`config.mk`:
```
export PLATFORM = sky130hd
export DESIGN_NAME = echo_pulse_distance_alarm
export DESIGN_NICKNAME = d
export VERILOG_FILES = /design/src/rtl/epda_pkg.sv /design/src/rtl/epda_ring.sv /design/src/rtl/epda_div.sv /design/src/rtl/epda_scale.sv /design/src/rtl/echo_pulse_distance_alarm.sv
export SDC_FILE = /design/constraint.sdc
export NUM_CORES = 2
export LEC_CHECK = 0
export BUFFER_PORTS_ARGS = -buffer_cell sky130_fd_sc_hd__buf_2
export CORE_ASPECT_RATIO = 1.5
export CORE_UTILIZATION = 50
export CTS_BUF_LIST = sky130_fd_sc_hd__clkbuf_8 sky130_fd_sc_hd__clkbuf_16
export CTS_CLUSTER_DIAMETER = 40
export DETAILED_ROUTE_END_ITERATION = 10
export GPL_ROUTABILITY_DRIVEN = 1
export PLACE_DENSITY = 0.62
export SYNTH_ARGS = -nofsm -noshare
export SYNTH_HDL_FRONTEND = slang
export SYNTH_SLANG_ARGS = --single-unit
```
`constraint.sdc`:
```
create_clock -name i_clk -period 11.3 [get_ports i_clk]
set_clock_uncertainty 0.15 [all_clocks]
set_input_delay 0.565 -clock i_clk [delete_from_list [all_inputs] [get_ports i_clk]]
set_output_delay 0.565 -clock i_clk [all_outputs]
set_load 0.02 [all_outputs]
```
`src/rtl/epda_pkg.sv`:
```
package epda_pkg;

    localparam int TimerW       = 16;
    localparam int WindowLenDef = 5;

    localparam logic [15:0] PrefillTicks = 16'd15000;
    localparam logic [9:0]  ThresholdRst = 10'd70;

    localparam logic [7:0]  ScaleNum = 8'd254;
    localparam logic [7:0]  ScaleDen = 8'd147;
    // 254 * 16, the distance numerator with four fraction bits.
    localparam logic [11:0] DistMul  = 12'd4064;
    // floor(4064 * 2^16 / 147); the estimate it gives is low by at most one.
    localparam logic [20:0] DistRecip      = 21'd1811825;
    localparam int          DistRecipShift = 16;

    typedef struct packed {
        logic [15:0] avg;
        logic [15:0] pulse;
    } t_avg_item;

    typedef struct packed {
        logic        near;
        logic [20:0] dist_q4;
        logic [15:0] avg;
        logic [15:0] pulse;
    } t_result;

endpackage

```
`src/rtl/epda_ring.sv`:
```
module epda_ring
    import epda_pkg::*;
#(
    parameter int WINDOW_LENGTH = WindowLenDef,
    parameter int SlotW         = 3,
    parameter int SumW          = 19
) (
    input  logic              i_clk,
    input  logic              i_rst_n,
    input  logic              i_vld,
    output logic              o_rdy,
    input  logic [15:0]       i_dur,
    input  logic [SlotW-1:0]  i_addr,
    output logic              o_vld,
    input  logic              i_rdy,
    output logic [SumW-1:0]   o_sum,
    output logic [15:0]       o_dur
);

    localparam logic [63:0]     SumRstFull = 64'(PrefillTicks) * 64'(WINDOW_LENGTH);
    localparam logic [SumW-1:0] SumRst     = SumRstFull[SumW-1:0];

    logic [15:0]              r_mem [WINDOW_LENGTH];
    logic [15:0]              r_rd_data;
    logic                     r_s2_vld;
    logic [15:0]              r_s2_dur;
    logic [SlotW-1:0]         r_s2_addr;
    logic                     r_fwd_vld;
    logic [SlotW-1:0]         r_fwd_addr;
    logic [15:0]              r_fwd_data;
    logic [WINDOW_LENGTH-1:0] r_ent_vld;
    logic [SumW-1:0]          r_sum;
    logic                     r_o_vld;
    logic [SumW-1:0]          r_o_sum;
    logic [15:0]              r_o_dur;

    logic             en_out;
    logic             en_s2;
    logic             retire;
    logic [15:0]      old_val;
    logic [SumW-1:0]  n_sum;

    assign en_out = !r_o_vld || i_rdy;
    assign en_s2  = !r_s2_vld || en_out;
    assign retire = r_s2_vld && en_out;
    assign o_rdy  = en_s2;

    // The write of the item ahead lands on the same edge as this item's read,
    // so the last write is forwarded when it hit the same entry.
    always_comb begin
        if (r_fwd_vld && (r_fwd_addr == r_s2_addr)) begin
            old_val = r_fwd_data;
        end else if (r_ent_vld[r_s2_addr]) begin
            old_val = r_rd_data;
        end else begin
            old_val = PrefillTicks;
        end
    end

    assign n_sum = r_sum - SumW'(old_val) + SumW'(r_s2_dur);

    always_ff @(posedge i_clk) begin
        if (i_vld && en_s2) begin
            r_rd_data <= r_mem[i_addr];
        end
        if (retire) begin
            r_mem[r_s2_addr] <= r_s2_dur;
        end
    end

    always_ff @(posedge i_clk) begin
        if (en_s2) begin
            r_s2_dur  <= i_dur;
            r_s2_addr <= i_addr;
        end
        if (retire) begin
            r_fwd_addr <= r_s2_addr;
            r_fwd_data <= r_s2_dur;
            r_o_sum    <= n_sum;
            r_o_dur    <= r_s2_dur;
        end
    end

    always_ff @(posedge i_clk) begin
        if (!i_rst_n) begin
            r_s2_vld  <= 1'b0;
            r_fwd_vld <= 1'b0;
            r_ent_vld <= '0;
            r_sum     <= SumRst;
            r_o_vld   <= 1'b0;
        end else begin
            if (en_s2) begin
                r_s2_vld <= i_vld;
            end
            if (retire) begin
                r_fwd_vld            <= 1'b1;
                r_ent_vld[r_s2_addr] <= 1'b1;
                r_sum                <= n_sum;
            end
            if (en_out) begin
                r_o_vld <= r_s2_vld;
            end
        end
    end

    assign o_vld = r_o_vld;
    assign o_sum = r_o_sum;
    assign o_dur = r_o_dur;

endmodule

```
`src/rtl/epda_div.sv`:
```
module epda_div
    import epda_pkg::*;
#(
    parameter int WINDOW_LENGTH = WindowLenDef,
    parameter int SumW          = 19
) (
    input  logic            i_clk,
    input  logic            i_rst_n,
    input  logic            i_vld,
    output logic            o_rdy,
    input  logic [SumW-1:0] i_sum,
    input  logic [15:0]     i_dur,
    output logic            o_vld,
    input  logic            i_rdy,
    output t_avg_item       o_item
);

    localparam logic [63:0]     RecipFull = (64'd1 << SumW) / 64'(WINDOW_LENGTH);
    localparam logic [SumW:0]   RecipM    = RecipFull[SumW:0];
    localparam logic [63:0]     WinFull   = 64'(WINDOW_LENGTH);
    localparam logic [SumW:0]   WinW      = WinFull[SumW:0];
    localparam logic [SumW-1:0] WinS      = WinFull[SumW-1:0];

    logic                r_a_vld;
    logic [2*SumW:0]     r_a_prod;
    logic [SumW-1:0]     r_a_sum;
    logic [15:0]         r_a_dur;
    logic                r_b_vld;
    t_avg_item           r_b_item;

    logic                en_b;
    logic                en_a;
    logic [SumW:0]       q_est;
    logic [2*SumW+1:0]   q_mul;
    logic [SumW-1:0]     rem;
    logic [SumW:0]       q_fin;

    assign en_b  = !r_b_vld || i_rdy;
    assign en_a  = !r_a_vld || en_b;
    assign o_rdy = en_a;

    assign q_est = r_a_prod[2*SumW:SumW];
    assign q_mul = q_est * WinW;
    assign rem   = r_a_sum - q_mul[SumW-1:0];
    assign q_fin = (rem >= WinS) ? q_est + 1'b1 : q_est;

    always_ff @(posedge i_clk) begin
        if (en_a) begin
            r_a_prod <= (2*SumW+1)'(i_sum * RecipM);
            r_a_sum  <= i_sum;
            r_a_dur  <= i_dur;
        end
        if (en_b) begin
            r_b_item.avg   <= q_fin[15:0];
            r_b_item.pulse <= r_a_dur;
        end
    end

    always_ff @(posedge i_clk) begin
        if (!i_rst_n) begin
            r_a_vld <= 1'b0;
            r_b_vld <= 1'b0;
        end else begin
            if (en_a) begin
                r_a_vld <= i_vld;
            end
            if (en_b) begin
                r_b_vld <= r_a_vld;
            end
        end
    end

    assign o_vld  = r_b_vld;
    assign o_item = r_b_item;

endmodule

```
`src/rtl/epda_scale.sv`:
```
module epda_scale
    import epda_pkg::*;
(
    input  logic        i_clk,
    input  logic        i_rst_n,
    input  logic        i_vld,
    output logic        o_rdy,
    input  t_avg_item   i_item,
    input  logic [9:0]  i_thr,
    output logic        o_vld,
    input  logic        i_rdy,
    output t_result     o_res
);

    logic              r_a_vld;
    logic [36:0]       r_a_prod;
    t_avg_item         r_a_item;
    logic              r_a_near;
    logic              r_b_vld;
    t_result           r_b_res;

    logic              en_b;
    logic              en_a;
    logic [23:0]       avg_num;
    logic [23:0]       thr_den;
    logic [20:0]       est;
    logic [27:0]       est_mul;
    logic [27:0]       avg_mul;
    logic [27:0]       diff;
    logic [20:0]       dist_fin;

    assign en_b  = !r_b_vld || i_rdy;
    assign en_a  = !r_a_vld || en_b;
    assign o_rdy = en_a;

    assign avg_num = 24'(i_item.avg) * 24'(ScaleNum);
    assign thr_den = 24'(i_thr) * 24'(ScaleDen);

    assign est      = r_a_prod[DistRecipShift +: 21];
    assign est_mul  = 28'(est) * 28'(ScaleDen);
    assign avg_mul  = 28'(r_a_item.avg) * 28'(DistMul);
    assign diff     = avg_mul - est_mul;
    assign dist_fin = (diff >= 28'(ScaleDen)) ? est + 1'b1 : est;

    always_ff @(posedge i_clk) begin
        if (en_a) begin
            r_a_prod <= 37'(i_item.avg) * 37'(DistRecip);
            r_a_item <= i_item;
            r_a_near <= (avg_num <= thr_den);
        end
        if (en_b) begin
            r_b_res.near    <= r_a_near;
            r_b_res.dist_q4 <= dist_fin;
            r_b_res.avg     <= r_a_item.avg;
            r_b_res.pulse   <= r_a_item.pulse;
        end
    end

    always_ff @(posedge i_clk) begin
        if (!i_rst_n) begin
            r_a_vld <= 1'b0;
            r_b_vld <= 1'b0;
        end else begin
            if (en_a) begin
                r_a_vld <= i_vld;
            end
            if (en_b) begin
                r_b_vld <= r_a_vld;
            end
        end
    end

    assign o_vld = r_b_vld;
    assign o_res = r_b_res;

endmodule

```
`src/rtl/echo_pulse_distance_alarm.sv`:
```
// A falling-edge transaction gives its result after it passes the ring, divider and scaling pipelines.
// A rising edge gives no result.
// One edge transaction is accepted per cycle unless the output stalls; the sample ring memory
// has one read and one write port, and the write of one event is forwarded to the next read.
// Synchronous active-low reset clears the start stamp and the ring slot, loads the running sum
// with the prefilled total, sets the threshold to 70 cm and marks every entry as 15000 ticks.
module echo_pulse_distance_alarm
    import epda_pkg::*;
#(
    parameter int WINDOW_LENGTH = WindowLenDef
) (
    input  logic        i_clk,
    input  logic        i_rst_n,
    input  logic        i_s_axis_tvalid,
    output logic        o_s_axis_tready,
    input  logic [15:0] i_s_axis_tdata,  // timer_count
    input  logic        i_s_axis_tuser,  // pin_level
    output logic        o_m_axis_tvalid,
    input  logic        i_m_axis_tready,
    output logic [55:0] o_m_axis_tdata,  // pulse_ticks, average_ticks, distance_q4, obstacle_near
    input  logic        i_cfg_valid,
    output logic        o_cfg_ready,
    input  logic [9:0]  i_cfg_data
);

    localparam int SlotW = (WINDOW_LENGTH > 1) ? $clog2(WINDOW_LENGTH) : 1;
    localparam int SumW  = TimerW + ((WINDOW_LENGTH > 1) ? $clog2(WINDOW_LENGTH) : 0);
    localparam logic [SlotW-1:0] SlotLast = SlotW'(WINDOW_LENGTH - 1);

    logic [15:0]      r_start;
    logic [SlotW-1:0] r_slot;
    logic [9:0]       r_thr;

    logic             ring_vld;
    logic             ring_rdy;
    logic             accept;
    logic [15:0]      dur;
    logic             sum_vld;
    logic             sum_rdy;
    logic [SumW-1:0]  sum;
    logic [15:0]      sum_dur;
    logic             avg_vld;
    logic             avg_rdy;
    t_avg_item        avg_item;
    t_result          res;

    assign o_s_axis_tready = ring_rdy;
    assign accept          = i_s_axis_tvalid && ring_rdy;
    assign ring_vld        = i_s_axis_tvalid && !i_s_axis_tuser;
    assign dur             = i_s_axis_tdata - r_start;
    assign o_cfg_ready     = 1'b1;

    always_ff @(posedge i_clk) begin
        if (!i_rst_n) begin
            r_start <= '0;
            r_slot  <= '0;
            r_thr   <= ThresholdRst;
        end else begin
            if (accept && i_s_axis_tuser) begin
                r_start <= i_s_axis_tdata;
            end
            if (accept && !i_s_axis_tuser) begin
                r_slot <= (r_slot == SlotLast) ? '0 : r_slot + 1'b1;
            end
            if (i_cfg_valid) begin
                r_thr <= i_cfg_data;
            end
        end
    end

    epda_ring #(
        .WINDOW_LENGTH(WINDOW_LENGTH),
        .SlotW        (SlotW),
        .SumW         (SumW)
    ) u_ring (
        .i_clk  (i_clk),
        .i_rst_n(i_rst_n),
        .i_vld  (ring_vld),
        .o_rdy  (ring_rdy),
        .i_dur  (dur),
        .i_addr (r_slot),
        .o_vld  (sum_vld),
        .i_rdy  (sum_rdy),
        .o_sum  (sum),
        .o_dur  (sum_dur)
    );

    epda_div #(
        .WINDOW_LENGTH(WINDOW_LENGTH),
        .SumW         (SumW)
    ) u_div (
        .i_clk  (i_clk),
        .i_rst_n(i_rst_n),
        .i_vld  (sum_vld),
        .o_rdy  (sum_rdy),
        .i_sum  (sum),
        .i_dur  (sum_dur),
        .o_vld  (avg_vld),
        .i_rdy  (avg_rdy),
        .o_item (avg_item)
    );

    epda_scale u_scale (
        .i_clk  (i_clk),
        .i_rst_n(i_rst_n),
        .i_vld  (avg_vld),
        .o_rdy  (avg_rdy),
        .i_item (avg_item),
        .i_thr  (r_thr),
        .o_vld  (o_m_axis_tvalid),
        .i_rdy  (i_m_axis_tready),
        .o_res  (res)
    );

    assign o_m_axis_tdata = {2'b00, res};

endmodule

```
==> impl_summary.log <==
[metrics] number of max-slew violations in the final report: 0
[metrics] die width: approximately 230 um
[metrics] crit-path leading delay family: adder cells
[metrics] Worst Tran Pin Value: 1.146 ns
[metrics] placed cell count: 4,390
[metrics] beginning of the worst register-to-register path: u_scale.r_a_prod[3]$_DFFE_PP_
[metrics] total routing resource utilization after global routing: 0.2251
[metrics] terminating pin of the worst hold path: r_thr[6]$_SDFFE_PN1P_
[metrics] Placement Rows: between 100 and 150
[metrics] Final Hold Violating Endpoints: 0
[metrics] origin of the worst min-delay path: i_cfg_data[6]
[metrics] number of instances on the worst hold path: 3
[metrics] wire length per cell: between 15 and 20 um
[metrics] syn_area_per_cell: around 11 um2
[metrics] Max Cap Viol: 0
[metrics] routability congestion estimate: 0.9425
[metrics] largest family of logic cells by synthesized area: adder cells
[metrics] Crit path top cell by count: sky130_fd_sc_hd__fa_1
[metrics] CTS Root Cell: sky130_fd_sc_hd__clkbuf_16
[metrics] Vias: roughly 24,000
[metrics] total number of nets in the final design: around 4,500
[metrics] Worst Reg-to-Reg Cells: 30
[metrics] CTS tree: yes
[metrics] top fanout value on the critical path: 9
[metrics] CTS Buf Count: 48
[metrics] postcts setup bufs: 0
[metrics] footprint of the multi-input gates: 0.02325 mm2
[metrics] area share of the largest cell type after synthesis: 0.2750
[metrics] routed vias/inst: between 5 and 6
[metrics] element type at the critical path start: flop
[metrics] register-to-register path setup slack: 1.33 ns
[metrics] post-route ant nets: 0
[metrics] worst setup path class: flop to flop
[metrics] Core Box Area: ~0.074 mm2
[metrics] simple-gate portion of the synthesized area: 0.06550
[metrics] Setup crit end kind: flop
[metrics] peak clock frequency supported by timing: between 0.1 and 0.15 GHz
[metrics] final design instance area without fill: between 0.04 and 0.05 mm2
[metrics] number of I/O pins: 91
[metrics] clock latency of the later-clocked register in the worst-skew pair: 0.61 ns
[metrics] Post-Layout Cell Count: 4,482
[metrics] YS warnings: 0
[metrics] crit-path max cell delay: 0.73 ns
[metrics] first-iteration detailed-routing DRC count: around 900
[metrics] final critical delay including setup and external delays: 9.968 ns
[metrics] main area contributors after synthesis: sky130_fd_sc_hd__edfxtp_1 (28%), sky130_fd_sc_hd__fa_1 (22%), sky130_fd_sc_hd__ha_1 (19%)
[metrics] number of clock sinks: 405
[metrics] placed standard-cell area: about 0.039 mm2
[metrics] maximum level of the CTS H-tree: 2
[metrics] post-synthesis compound-gate area fraction: 0.07639
[metrics] number of instances resized during post-cts repair: 0
[metrics] Reg-to-Reg End: u_scale.o_res[46]$_DFFE_PP_
[metrics] placed wire-length estimate: 69,550 um
[metrics] most frequent standard cell in the layout excluding fill and tap cells: sky130_fd_sc_hd__inv_1
[metrics] total buffers and inverters traversed by the critical path: 4
[metrics] Adder-Cell Fraction of Synth Area: 0.4164
[metrics] die area: 0.07646 mm2
[metrics] number of enable flip-flop cells after synthesis: 345
[metrics] pin count of the biggest net entering global routing: between 60 and 70
[metrics] outcome: completed
[metrics] commonest cells after routing, fill and taps aside: sky130_fd_sc_hd__inv_1 (726), sky130_fd_sc_hd__ha_1 (585), sky130_fd_sc_hd__fa_1 (418)
[metrics] Initial Util: 0.5078
[metrics] buffers added on ports: between 80 and 90
[metrics] proportion of layout cells with a drive suffix above 1: 0.06963
[metrics] sequential share of the synthesized area: 0.3069
[metrics] total grt overflow: 0
[metrics] Worst Path Required: 11.47 ns
[metrics] fill cell count: 6,447
[metrics] post-synth top area cell: sky130_fd_sc_hd__edfxtp_1
[metrics] register bit total from synthesis: 405
[metrics] slew margin rel.: 0.2358
[metrics] vias in the first global route: around 26,000
[metrics] routed wire length: 83,430 um
[metrics] Distinct cells, synth: 78
[metrics] Post-Synth XOR/XNOR Area: 0.03836
[metrics] CTS Hold Buffers Added: 2
[metrics] area of all sequential standard cells: 0.01156 mm2
[metrics] asr flop ratio synth: 0
[metrics] number of diodes: 0
[metrics] final setup vio count: 0
[metrics] arrival time at the worst endpoint: approximately 10 ns
[metrics] overall die height: roughly 340 um
[metrics] CTS Buffer Depth: 3
[metrics] slowest stage cell on the critical path: sky130_fd_sc_hd__a2111oi_4
[metrics] instance count of the mapped netlist: 3,331
[metrics] HP Class: input pin to flop
[metrics] post-route fraction of the period consumed by the critical path: 0.8821
[metrics] number of iterations in the first detailed-routing pass: 4
[metrics] global-route wire length before repair: 133,800 um
[metrics] clock-pin transition on the worst setup and hold timing paths: 0.06 ns
[metrics] most common flop cell mapped by yosys: sky130_fd_sc_hd__edfxtp_1
[metrics] initial antenna violation count: 1
[metrics] Netlist Area Pre-Place: roughly 0.038 mm2
[metrics] Layout Area Growth over Synthesis: 8.822%
[metrics] DR DRC count: 0
[metrics] RSZ-0062 raised after global routing: no
[metrics] WHS: between 0.02 and 0.03 ns
[metrics] aggregate negative setup slack: 0 ns
[metrics] proportion of synthesized area in mux cells: 0.02009
-- cell type report --
cell class / instances / area share
inverters: 723 / 0.06620
repair buffers: 105 / 0.01404
flip-flops and latches: 405 / 0.2820
clock inverters: 39 / 0.009859
multi-input cells: 2167 / 0.5673
clock buffers: 51 / 0.03031
well taps: 992 / 0.03028
-- tightest hold or removal path: stages --
cell and delay, ns:
sky130_fd_sc_hd__buf_2 0.08, sky130_fd_sc_hd__mux2i_1 0.06, sky130_fd_sc_hd__nand2_1 0.06
-- kinds of logic after synthesis --
group                      after synthesis
other                                    2
xor gates and xnor gates               165
DFF                                    405
adders and majority gates             1003
AOI/OAI and AO/OA                      438
muxes                                   52
buffers and inverters                  760
and+or+nand+nor                        506
-- registers in the layout (all words and copies together) (netlist names), 19 cells and up --
signal and cells:
u_ring.o_sum 19, u_ring.r_mem 80, u_scale.r_a_item 28, u_scale.r_a_prod 25, u_div.o_item 32, u_ring.r_sum 19, u_div.r_a_sum 19, u_scale.o_res 54
-- per-stage QoR --
step / utilization / worst slack (ns)
after floorplan: - / 2.324
after global placement: 0.5301 / 1.383
after detailed placement: 0.5301 / 1.289
after CTS: 0.5526 / 1.235
after global routing: 0.5526 / 0.6717
final: 0.5526 / 1.332
-- worst max-delay path by stage --
stage	startpoint	endpoint	slack, ns	cells past startpoint
after floorplan	u_scale.r_a_prod[3]$_DFFE_PP_	u_scale.o_res[33]$_DFFE_PP_	2.32	28
after global placement	u_scale.r_a_prod[3]$_DFFE_PP_	u_scale.o_res[46]$_DFFE_PP_	1.38	30
after detailed placement	u_scale.r_a_prod[3]$_DFFE_PP_	u_scale.o_res[40]$_DFFE_PP_	1.29	30
after CTS	u_scale.r_a_prod[3]$_DFFE_PP_	u_scale.o_res[46]$_DFFE_PP_	1.23	30
after global routing	u_scale.r_a_prod[3]$_DFFE_PP_	u_scale.o_res[46]$_DFFE_PP_	0.67	35
final	u_scale.r_a_prod[3]$_DFFE_PP_	u_scale.o_res[46]$_DFFE_PP_	1.33	30
-- cell usage after synthesis, drive strengths merged (5+ instances only) --
library cell	n
inv	722
ha	585
fa	418
edfxtp	345
nand2	158
a21oi	110
xnor2	105
nor2	101
o21ai	95
dfxtp	60
xor2	60
nand3	50
a21o	42
a21boi	41
nor3	37
clkbuf	31
nor2b	29
nand2b	28
and3	26
o21a	26
mux2	19
a211oi	18
mux4	17
nand4	17
mux2i	16
nor4	13
a31oi	12
o22ai	11
and2	10
a22o	9
a211o	8
o21bai	8
nand3b	7
buf	6
o211ai	6
or2	6
or3	5
or4	5
-- routing by layer --
layer  GRT usage  wire length (um)  part of all wire
met5           0                 0                 0
met4     0.08671              3319             0.040
met3     0.02005              2050             0.025
met2      0.4369             46340              0.56
met1      0.2477             31720              0.38
Power is not shown: default switching activity piles up to over one toggle a cycle in this logic, so the estimate is an artifact.
